`config.mk`:
```
export PLATFORM = sky130hd
export DESIGN_NAME = lru_key_value_cache
export DESIGN_NICKNAME = d
export VERILOG_FILES = /design/src/rtl/lkvc_pkg.sv /design/src/rtl/lru_key_value_cache.sv /design/src/rtl/lkvc_ctrl.sv /design/src/rtl/lkvc_dp.sv
export SDC_FILE = /design/constraint.sdc
export NUM_CORES = 2
export LEC_CHECK = 0
export BUFFER_PORTS_ARGS = -buffer_cell sky130_fd_sc_hd__buf_2
export CORE_MARGIN = 4
export CORE_UTILIZATION = 55
export CTS_CLUSTER_SIZE = 14
export DETAILED_ROUTE_END_ITERATION = 8
export PLACE_DENSITY = 0.71
export SLEW_MARGIN = 20
export SYNTH_ARGS = -nofsm -noshare
export SYNTH_HDL_FRONTEND = slang
export SYNTH_SLANG_ARGS = --single-unit
```
`constraint.sdc`:
```
create_clock -name clk -period 8.09 [get_ports clk]
set_clock_uncertainty 0.15 [all_clocks]
set_input_delay 1.618 -clock clk [delete_from_list [all_inputs] [get_ports clk]]
set_output_delay 1.618 -clock clk [all_outputs]
set_load 0.1 [all_outputs]
```
`src/rtl/lkvc_pkg.sv`:
```
// Shared types and constants for the LRU key-value cache.
// Used by the controller, the datapath and the top level; no dependencies.
package lkvc_pkg;

  localparam int DEF_ENTRIES = 16;
  localparam int CAP_W       = 5;
  localparam int KEY_W       = 32;
  localparam int VAL_W       = 32;

  localparam logic [CAP_W-1:0] CAP_RESET = 5'd16;

  localparam logic MODE_GET = 1'b0;
  localparam logic MODE_SET = 1'b1;

  typedef enum logic [1:0] {
    ST_IDLE,
    ST_LOOK,
    ST_APPLY,
    ST_EMIT
  } state_t;

  typedef struct packed {
    logic capture;
    logic lookup;
    logic apply;
    logic emit;
  } cmd_t;

  typedef struct packed {
    logic is_get;
    logic out_free;
  } sts_t;

endpackage

```
`src/rtl/lru_key_value_cache.sv`:
```
// LRU key-value cache top level: stream ports, controller and datapath.
// A get result passes LOOK, APPLY and EMIT into the output register; it waits in EMIT on a stall.
// One item at a time: a new item is taken only in IDLE, after LOOK, APPLY and (for a get) EMIT.
// Reset (rst_n, synchronous, active low) clears valid marks, ranks, occupancy and state,
// and sets capacity to 16. No clearing pass; an item may be taken in the cycle after reset.
module lru_key_value_cache #(
  parameter int ENTRIES = lkvc_pkg::DEF_ENTRIES
) (
  input  logic                        clk,
  input  logic                        rst_n,
  input  logic                        cfg_valid,
  output logic                        cfg_ready,
  input  logic [lkvc_pkg::CAP_W-1:0]  cfg_data,   // capacity_in_use
  input  logic                        in_tvalid,
  output logic                        in_tready,
  input  logic [63:0]                 in_tdata,   // key [31:0], value [63:32]
  input  logic [0:0]                  in_tuser,   // mode [0]
  output logic                        out_tvalid,
  input  logic                        out_tready,
  output logic [31:0]                 out_tdata,  // read_value [31:0]
  output logic [0:0]                  out_tuser   // found [0]
);

  lkvc_pkg::cmd_t cmd;
  lkvc_pkg::sts_t sts;

  assign cfg_ready = rst_n;

  lkvc_ctrl u_ctrl (
    .clk       (clk),
    .rst_n     (rst_n),
    .in_tvalid (in_tvalid),
    .in_tready (in_tready),
    .sts       (sts),
    .cmd       (cmd)
  );

  lkvc_dp #(
    .ENTRIES (ENTRIES)
  ) u_dp (
    .clk       (clk),
    .rst_n     (rst_n),
    .cmd       (cmd),
    .sts       (sts),
    .cfg_valid (cfg_valid),
    .cfg_data  (cfg_data),
    .in_mode   (in_tuser[0]),
    .in_key    (in_tdata[31:0]),
    .in_value  (in_tdata[63:32]),
    .out_valid (out_tvalid),
    .out_ready (out_tready),
    .out_found (out_tuser[0]),
    .out_data  (out_tdata)
  );

endmodule

```
`src/rtl/lkvc_ctrl.sv`:
```
// Controller state machine for the LRU key-value cache.
// Depends on lkvc_pkg; drives lkvc_dp through cmd_t and reads sts_t.
module lkvc_ctrl (
  input  logic            clk,
  input  logic            rst_n,
  input  logic            in_tvalid,
  output logic            in_tready,
  input  lkvc_pkg::sts_t  sts,
  output lkvc_pkg::cmd_t  cmd
);

  lkvc_pkg::state_t state_r, state_nxt;

  always_ff @(posedge clk) begin
    if (!rst_n) begin
      state_r <= lkvc_pkg::ST_IDLE;
    end else begin
      state_r <= state_nxt;
    end
  end

  always_comb begin
    state_nxt   = state_r;
    cmd         = '0;
    in_tready   = 1'b0;
    case (state_r)
      lkvc_pkg::ST_IDLE: begin
        in_tready   = rst_n;
        cmd.capture = in_tvalid;
        if (in_tvalid) begin
          state_nxt = lkvc_pkg::ST_LOOK;
        end
      end
      lkvc_pkg::ST_LOOK: begin
        cmd.lookup = 1'b1;
        state_nxt  = lkvc_pkg::ST_APPLY;
      end
      lkvc_pkg::ST_APPLY: begin
        cmd.apply = 1'b1;
        state_nxt = sts.is_get ? lkvc_pkg::ST_EMIT : lkvc_pkg::ST_IDLE;
      end
      lkvc_pkg::ST_EMIT: begin
        if (sts.out_free) begin
          cmd.emit  = 1'b1;
          state_nxt = lkvc_pkg::ST_IDLE;
        end
      end
      default: begin
        state_nxt = lkvc_pkg::ST_IDLE;
      end
    endcase
  end

endmodule

```
`src/rtl/lkvc_dp.sv`:
```
// Datapath for the LRU key-value cache: key lanes, ranks, value memory, output register.
// Depends on lkvc_pkg; sequenced by lkvc_ctrl through cmd_t.
module lkvc_dp #(
  parameter int ENTRIES = lkvc_pkg::DEF_ENTRIES
) (
  input  logic                        clk,
  input  logic                        rst_n,
  input  lkvc_pkg::cmd_t              cmd,
  output lkvc_pkg::sts_t              sts,
  input  logic                        cfg_valid,
  input  logic [lkvc_pkg::CAP_W-1:0]  cfg_data,
  input  logic                        in_mode,
  input  logic [lkvc_pkg::KEY_W-1:0]  in_key,
  input  logic [lkvc_pkg::VAL_W-1:0]  in_value,
  output logic                        out_valid,
  input  logic                        out_ready,
  output logic                        out_found,
  output logic [lkvc_pkg::VAL_W-1:0]  out_data
);

  localparam int IW = (ENTRIES > 1) ? $clog2(ENTRIES) : 1;
  localparam int CW = $clog2(ENTRIES + 1);
  localparam int EW = (CW > lkvc_pkg::CAP_W) ? CW : lkvc_pkg::CAP_W;

  logic [lkvc_pkg::CAP_W-1:0] cap_r;
  logic                       mode_r;
  logic [lkvc_pkg::KEY_W-1:0] key_r;
  logic [lkvc_pkg::VAL_W-1:0] val_r;

  logic [ENTRIES-1:0]         valid_r;
  logic [lkvc_pkg::KEY_W-1:0] key_mem_r [ENTRIES];
  logic [IW-1:0]              rank_r    [ENTRIES];
  logic [CW-1:0]              occ_r;
  logic [lkvc_pkg::VAL_W-1:0] vmem      [ENTRIES];

  logic          hit_r, act_r, ins_r;
  logic [IW-1:0] tgt_r;
  logic [CW-1:0] thr_r;
  logic [lkvc_pkg::VAL_W-1:0] rdata_r;

  logic                       out_valid_r, out_found_r;
  logic [lkvc_pkg::VAL_W-1:0] out_data_r;

  logic          hit_c, vic_c, free_c, evict_c;
  logic [IW-1:0] hit_idx_c, vic_idx_c, free_idx_c;
  logic [CW-1:0] hit_rank_c;
  logic [EW-1:0] cap_eff_c, occ_ext_c;

  always_ff @(posedge clk) begin
    if (!rst_n) begin
      cap_r <= lkvc_pkg::CAP_RESET;
    end else if (cfg_valid) begin
      cap_r <= cfg_data;
    end
  end

  always_ff @(posedge clk) begin
    if (cmd.capture) begin
      mode_r <= in_mode;
      key_r  <= in_key;
      val_r  <= in_value;
    end
  end

  always_comb begin
    cap_eff_c = EW'(cap_r);
    if (cap_eff_c == '0) begin
      cap_eff_c = EW'(1);
    end else if (cap_eff_c > EW'(ENTRIES)) begin
      cap_eff_c = EW'(ENTRIES);
    end
    occ_ext_c = EW'(occ_r);
  end

  always_comb begin
    hit_c      = 1'b0;
    hit_idx_c  = '0;
    hit_rank_c = '0;
    vic_c      = 1'b0;
    vic_idx_c  = '0;
    free_c     = 1'b0;
    free_idx_c = '0;
    for (int i = ENTRIES - 1; i >= 0; i--) begin
      if (valid_r[i] && key_mem_r[i] == key_r) begin
        hit_c      = 1'b1;
        hit_idx_c  = IW'(i);
        hit_rank_c = CW'(rank_r[i]);
      end
      if (valid_r[i] && CW'(rank_r[i]) == occ_r - CW'(1)) begin
        vic_c     = 1'b1;
        vic_idx_c = IW'(i);
      end
      if (!valid_r[i]) begin
        free_c     = 1'b1;
        free_idx_c = IW'(i);
      end
    end
    evict_c = (occ_ext_c >= cap_eff_c) && (occ_r != '0) && vic_c;
  end

  always_ff @(posedge clk) begin
    if (cmd.lookup) begin
      hit_r <= hit_c;
      if (hit_c) begin
        tgt_r <= hit_idx_c;
        thr_r <= hit_rank_c;
        ins_r <= 1'b0;
        act_r <= 1'b1;
      end else if (evict_c) begin
        tgt_r <= vic_idx_c;
        thr_r <= occ_r - CW'(1);
        ins_r <= 1'b0;
        act_r <= (mode_r == lkvc_pkg::MODE_SET);
      end else begin
        tgt_r <= free_idx_c;
        thr_r <= occ_r;
        ins_r <= (mode_r == lkvc_pkg::MODE_SET) && free_c;
        act_r <= (mode_r == lkvc_pkg::MODE_SET) && free_c;
      end
    end
  end

  always_ff @(posedge clk) begin
    if (!rst_n) begin
      valid_r <= '0;
      occ_r   <= '0;
      for (int i = 0; i < ENTRIES; i++) begin
        rank_r[i] <= '0;
      end
    end else if (cmd.apply && act_r) begin
      for (int i = 0; i < ENTRIES; i++) begin
        if (tgt_r == IW'(i)) begin
          rank_r[i] <= '0;
        end else if (valid_r[i] && CW'(rank_r[i]) < thr_r) begin
          rank_r[i] <= rank_r[i] + IW'(1);
        end
      end
      if (ins_r) begin
        valid_r[tgt_r] <= 1'b1;
        occ_r          <= occ_r + CW'(1);
      end
    end
  end

  always_ff @(posedge clk) begin
    if (cmd.apply && act_r && mode_r == lkvc_pkg::MODE_SET) begin
      key_mem_r[tgt_r] <= key_r;
    end
  end

  always_ff @(posedge clk) begin
    if (cmd.apply && act_r && mode_r == lkvc_pkg::MODE_SET) begin
      vmem[tgt_r] <= val_r;
    end
  end

  always_ff @(posedge clk) begin
    if (cmd.apply && mode_r == lkvc_pkg::MODE_GET) begin
      rdata_r <= vmem[tgt_r];
    end
  end

  always_ff @(posedge clk) begin
    if (!rst_n) begin
      out_valid_r <= 1'b0;
    end else if (cmd.emit) begin
      out_valid_r <= 1'b1;
    end else if (out_ready) begin
      out_valid_r <= 1'b0;
    end
  end

  always_ff @(posedge clk) begin
    if (cmd.emit) begin
      out_found_r <= hit_r;
      out_data_r  <= hit_r ? rdata_r : '1;
    end
  end

  assign sts.is_get   = (mode_r == lkvc_pkg::MODE_GET);
  assign sts.out_free = !out_valid_r || out_ready;
  assign out_valid    = out_valid_r;
  assign out_found    = out_found_r;
  assign out_data     = out_data_r;

endmodule

```
==> impl_metrics.prom <==
# TYPE chip_impl_metric gauge
chip_impl_info{name="run_status",value="finished clean"} 1
chip_impl_metric{name="timing.critical_path.arrival",unit="ps"} 3200
chip_impl_metric{name="drt-met1-wl",unit="mm"} 59.8
chip_impl_metric{name="relSlewSlack",unit="%"} 19.4
chip_impl_metric{name="synth-edff-count",unit=""} 1230
chip_impl_metric{name="syn_avg_cell_area",unit="um2"} 16.3
chip_impl_metric{name="drt_drc_violations_left",unit=""} 0
chip_impl_metric{name="port-buffer-count",unit=""} 110
chip_impl_metric{name="gp_congestion",unit=""} 0.979
chip_impl_metric{name="maxClockFrequency",unit="MHz"} 201
chip_impl_metric{name="internal_power",unit="mW"} 10.9
chip_impl_metric{name="synth-warning-count",unit=""} 0
chip_impl_metric{name="die_width",unit="um"} 325
chip_impl_info{name="hold_path_class",value="reg -> reg"} 1
chip_impl_metric{name="async_reset_ff_share",unit="%"} 0
chip_impl_metric{name="netlist_area_pre_place",unit="um2"} 55200
chip_impl_metric{name="maxCapViolCount",unit=""} 0
chip_impl_metric{name="pwr-share-seq",unit="%"} 52.5
chip_impl_info{name="clk_root_buffer_cell",value="sky130_fd_sc_hd__clkbuf_16"} 1
chip_impl_metric{name="overall_via_count_from_detail_route",unit=""} 32000
chip_impl_metric{name="ir_drop",unit="V"} 0.000180
chip_impl_info{name="timing.hold.worst_endpoint",value="u_dp.out_data[29]"} 1
chip_impl_metric{name="wirelength_per_cell",unit="um"} 29.1
chip_impl_info{name="hp-start",value="u_dp.rdata_r[29]"} 1
chip_impl_metric{name="drive_above_1_share",unit="%"} 16.4
chip_impl_metric{name="areaGrowthSynthToFinish",unit="%"} 11.5
chip_impl_metric{name="netSwitchingFraction",unit="%"} 22.2
chip_impl_metric{name="regToRegSetupSlack",unit="ps"} 3420
chip_impl_metric{name="crit_required",unit="ps"} 6320
chip_impl_metric{name="cts-buffers-inserted",unit=""} 130
chip_impl_info{name="rsz0062_at_grt",value="false"} 1
chip_impl_metric{name="height_of_the_chip",unit="um"} 325
chip_impl_info{name="synthDominantAreaCellType",value="sky130_fd_sc_hd__edfxtp_1"} 1
chip_impl_metric{name="timing.reg2reg.worst_path_depth",unit=""} 11
chip_impl_metric{name="min_delay_path_depth",unit=""} 1
chip_impl_metric{name="die_area",unit="um2"} 106000
chip_impl_metric{name="track_usage",unit="%"} 27.1
chip_impl_info{name="critPathLaunchType",value="primary input"} 1
chip_impl_metric{name="grt_pass1_vias",unit=""} 31600
chip_impl_metric{name="power.clock.fraction",unit="%"} 42.1
chip_impl_metric{name="initial_core_util",unit="%"} 55.8
chip_impl_metric{name="pre_cts_slack",unit="ps"} 3130
chip_impl_metric{name="final.min_clock_period",unit="ps"} 4970
chip_impl_metric{name="synthCells",unit=""} 3385
chip_impl_metric{name="setup_total_negative_slack",unit="ps"} 0
chip_impl_metric{name="ctsHoldBuffers",unit=""} 0
chip_impl_info{name="cts_tree",value="built"} 1
chip_impl_info{name="timing.rr.end",value="u_dp.thr_r[1]"} 1
chip_impl_info{name="worstSetupEndpointType",value="output port"} 1
chip_impl_info{name="post_synth_main_area_contributors",value="sky130_fd_sc_hd__edfxtp_1 67%, sky130_fd_sc_hd__mux4_2 6.5%, sky130_fd_sc_hd__xor2_1 5.5%"} 1
chip_impl_metric{name="leakage",unit="nW"} 20.2
chip_impl_metric{name="num_io_pins",unit=""} 111
chip_impl_metric{name="highest_fanout_seen_on_the_critical_path",unit=""} 36
chip_impl_metric{name="floorplan.core_area",unit="um2"} 99000
chip_impl_metric{name="rows",unit=""} 115
chip_impl_metric{name="grt_antenna_before_repair",unit=""} 5
chip_impl_info{name="path_class",value="in -> out"} 1
chip_impl_info{name="r2r_start",value="u_dp.occ_ext_c[0]"} 1
chip_impl_metric{name="synth_top_area_share",unit="%"} 66.9
chip_impl_metric{name="antenna_violating_nets_post_route",unit=""} 0
chip_impl_metric{name="final_net_count",unit=""} 3707
chip_impl_metric{name="post_synth_num_cell_types",unit=""} 90
chip_impl_metric{name="clock_sinks",unit=""} 1259
chip_impl_metric{name="met3_wirelength",unit="mm"} 13.8
chip_impl_metric{name="post-dp-hpwl",unit="mm"} 85.0
chip_impl_metric{name="switching_power",unit="mW"} 3.11
chip_impl_metric{name="final_hold_viol_count",unit=""} 0
chip_impl_metric{name="maximum_number_of_pins_on_one_net_before_global_route_repair",unit=""} 69
chip_impl_info{name="synth_flop_cell",value="sky130_fd_sc_hd__edfxtp_1"} 1
chip_impl_metric{name="p_comb_share",unit="%"} 5.5
chip_impl_metric{name="nFillCells",unit=""} 7058
chip_impl_metric{name="clk_latency_worst_skew_pair",unit="ps"} 750
chip_impl_metric{name="flip_flop_and_latch_count_after_synthesis",unit=""} 1259
chip_impl_info{name="dr.max_layer_used",value="met4"} 1
chip_impl_metric{name="finalSetupViolCount",unit=""} 0
chip_impl_metric{name="detail_route.iter0.violations",unit=""} 4061
chip_impl_metric{name="routed-wl-met2",unit="mm"} 66.5
chip_impl_metric{name="tightestPinTransition",unit="ps"} 1200
chip_impl_metric{name="setup_ws",unit="ps"} 3120
chip_impl_metric{name="post-cts-setup-buffers",unit=""} 0
chip_impl_metric{name="fraction_of_the_cycle_the_final_worst_path_needs",unit="%"} 61.4
chip_impl_metric{name="ys_seq_area_share",unit="%"} 67.9
chip_impl_metric{name="gr-total-overflow",unit=""} 0
chip_impl_metric{name="slew_violations",unit=""} 0
chip_impl_metric{name="synthesis.nets",unit=""} 3531
chip_impl_metric{name="grt_first_pass_wirelength",unit="mm"} 211
chip_impl_metric{name="routed_wl",unit="mm"} 144
chip_impl_metric{name="cts.htree.levels",unit=""} 4
chip_impl_metric{name="cts-root-to-sink-buffers",unit=""} 3
chip_impl_metric{name="power-per-cell-area",unit="nW/um2"} 228
chip_impl_metric{name="1st_pass_router_iterations",unit=""} 8
chip_impl_metric{name="clk_pin_slew_worst_paths",unit="ps"} 60
chip_impl_metric{name="cts.repair.resized",unit=""} 0
chip_impl_metric{name="total_power",unit="mW"} 14.0
chip_impl_metric{name="via_per_inst",unit=""} 6.45
chip_impl_info{name="cp-startpoint",value="rst_n"} 1
## flip-flops by register name, indices dropped and copies added (netlist names), 2 cells and up
name            cells
u_dp.cap_r          5
u_dp.rank_r        64
u_dp.tgt_r          4
u_dp.key_r         32
u_dp.rdata_r       32
u_dp.thr_r          5
u_dp.key_mem_r    512
u_ctrl.state_r      2
u_dp.vmem         512
u_dp.out_data      32
u_dp.val_r         32
u_dp.valid_r       16
u_dp.occ_ext_c      5
## power by group through the flow
stage / sequential [mW] / clock, mW / combinational, mW
2_1_floorplan: 7.47 / 0 / 0.504
3_3_place_gp: 7.48 / 0 / 0.742
3_5_place_dp: 7.49 / 0 / 0.759
4_1_cts: 7.35 / 6.00 / 0.764
5_1_grt: 7.36 / 6.28 / 0.818
6_report: 7.35 / 5.89 / 0.767
## placed cells by master (no fill, tap or decap), types with 20 or more instances in the layout
cell | netlist | final
sky130_fd_sc_hd__edfxtp_1 | 1230 | 1230
sky130_fd_sc_hd__xor2_1 | 345 | 345
sky130_fd_sc_hd__xnor2_1 | 223 | 223
sky130_fd_sc_hd__mux4_2 | 160 | 160
sky130_fd_sc_hd__nor2_1 | 167 | 151
sky130_fd_sc_hd__nor4_1 | 148 | 146
sky130_fd_sc_hd__clkbuf_16 | 0 | 132
sky130_fd_sc_hd__nand4_1 | 116 | 116
sky130_fd_sc_hd__buf_2 | 32 | 110
sky130_fd_sc_hd__nand2b_1 | 106 | 106
sky130_fd_sc_hd__nand2_1 | 81 | 81
sky130_fd_sc_hd__buf_4 | 16 | 79
sky130_fd_sc_hd__nand3_1 | 75 | 75
sky130_fd_sc_hd__ha_1 | 71 | 70
sky130_fd_sc_hd__inv_1 | 65 | 65
sky130_fd_sc_hd__nor3_1 | 37 | 36
sky130_fd_sc_hd__a21oi_1 | 31 | 31
sky130_fd_sc_hd__clkbuf_1 | 64 | 31
sky130_fd_sc_hd__dfxtp_1 | 29 | 29
sky130_fd_sc_hd__clkinv_1 | 2 | 27
sky130_fd_sc_hd__o21ai_0 | 24 | 24
sky130_fd_sc_hd__o2111ai_1 | 24 | 24
sky130_fd_sc_hd__clkinv_2 | 0 | 23
sky130_fd_sc_hd__o211ai_1 | 22 | 22
sky130_fd_sc_hd__a21o_1 | 21 | 21
sky130_fd_sc_hd__nor2b_1 | 21 | 20
## worst max path at each step
stage / endpoint / slack [ps] / depth (start not counted)
after global placement: in_tready / 3090 / 5
after floorplan: u_dp.key_r[0] / 1040 / 1
final: in_tready / 3120 / 5
after detailed placement: in_tready / 3130 / 5
after global routing: in_tready / 3060 / 5
after CTS: in_tready / 3130 / 5
## critical path, stage by stage
cell and delay, ps:
sky130_fd_sc_hd__buf_2 450, sky130_fd_sc_hd__clkinv_1 140, sky130_fd_sc_hd__buf_4 300, sky130_fd_sc_hd__nor3_1 200
sky130_fd_sc_hd__buf_2 460
## cells in the mapped netlist (7+ instances only)
| cell type | n |
|---|---|
| sky130_fd_sc_hd__edfxtp_1 | 1230 |
| sky130_fd_sc_hd__xor2_1 | 345 |
| sky130_fd_sc_hd__xnor2_1 | 223 |
| sky130_fd_sc_hd__nor2_1 | 167 |
| sky130_fd_sc_hd__mux4_2 | 160 |
| sky130_fd_sc_hd__nor4_1 | 148 |
| sky130_fd_sc_hd__nand4_1 | 116 |
| sky130_fd_sc_hd__nand2b_1 | 106 |
| sky130_fd_sc_hd__nand2_1 | 81 |
| sky130_fd_sc_hd__nand3_1 | 75 |
| sky130_fd_sc_hd__ha_1 | 71 |
| sky130_fd_sc_hd__inv_1 | 65 |
| sky130_fd_sc_hd__clkbuf_1 | 64 |
| sky130_fd_sc_hd__nor3_1 | 37 |
| sky130_fd_sc_hd__buf_2 | 32 |
| sky130_fd_sc_hd__a21oi_1 | 31 |
| sky130_fd_sc_hd__dfxtp_1 | 29 |
| sky130_fd_sc_hd__buf_6 | 25 |
| sky130_fd_sc_hd__o2111ai_1 | 24 |
| sky130_fd_sc_hd__o21ai_0 | 24 |
| sky130_fd_sc_hd__o211ai_1 | 22 |
| sky130_fd_sc_hd__a21o_1 | 21 |
| sky130_fd_sc_hd__nor2b_1 | 21 |
| sky130_fd_sc_hd__buf_4 | 16 |
| sky130_fd_sc_hd__or4_1 | 16 |
| sky130_fd_sc_hd__xnor3_1 | 16 |
| sky130_fd_sc_hd__nand4b_1 | 13 |
| sky130_fd_sc_hd__a21boi_0 | 12 |
| sky130_fd_sc_hd__a31oi_1 | 12 |
| sky130_fd_sc_hd__or2_2 | 12 |
| sky130_fd_sc_hd__and3_1 | 9 |
| sky130_fd_sc_hd__buf_1 | 8 |
| sky130_fd_sc_hd__or3_1 | 8 |
| sky130_fd_sc_hd__and4_1 | 7 |
## cells by family after synthesis
| group | after synthesis | share of synthesized area (%) |
|---|---|---|
| xor+xnor | 594 | 10.1 |
| fa+ha+maj | 71 | 1.61 |
| mux | 166 | 6.63 |
| buf+inv | 218 | 2.13 |
| simple gates | 867 | 8.85 |
| flops | 1259 | 67.9 |
| compound gates | 210 | 2.80 |
## routing by layer
layer  up-vias  global-route usage, %
met3       288                   4.77
li1      13500                      -
met4         0                   8.03
met1     16400                   40.1
met5         -                      0
met2      1803                   41.8
## area by class of cell
cell class                 count  area [um2]  area share, %
antenna                        1        2.50        0.00406
clock inverter                75         798           1.30
clock buffer                 164        3430           5.57
multi-input combinational   1908       16700           27.1
inverter                      67         251          0.408
sequential                  1259       37500           60.9
timing repair buffer         195        1280           2.07
tap                         1287        1610           2.61
## stage by stage
stage | cells | instance area [um2] | hold WS [ps] | utilization (%)
floorplan | 3385 | 55200 | 311 | -
global placement | 4711 | 57200 | 331 | 57.8
detailed placement | 4714 | 57300 | 339 | 57.9
CTS | 4953 | 61500 | 348 | 62.2
global route | 4955 | 61600 | 366 | 62.2
finish | 4956 | 61600 | 348 | 62.2
(Power assumes the default switching activity.)
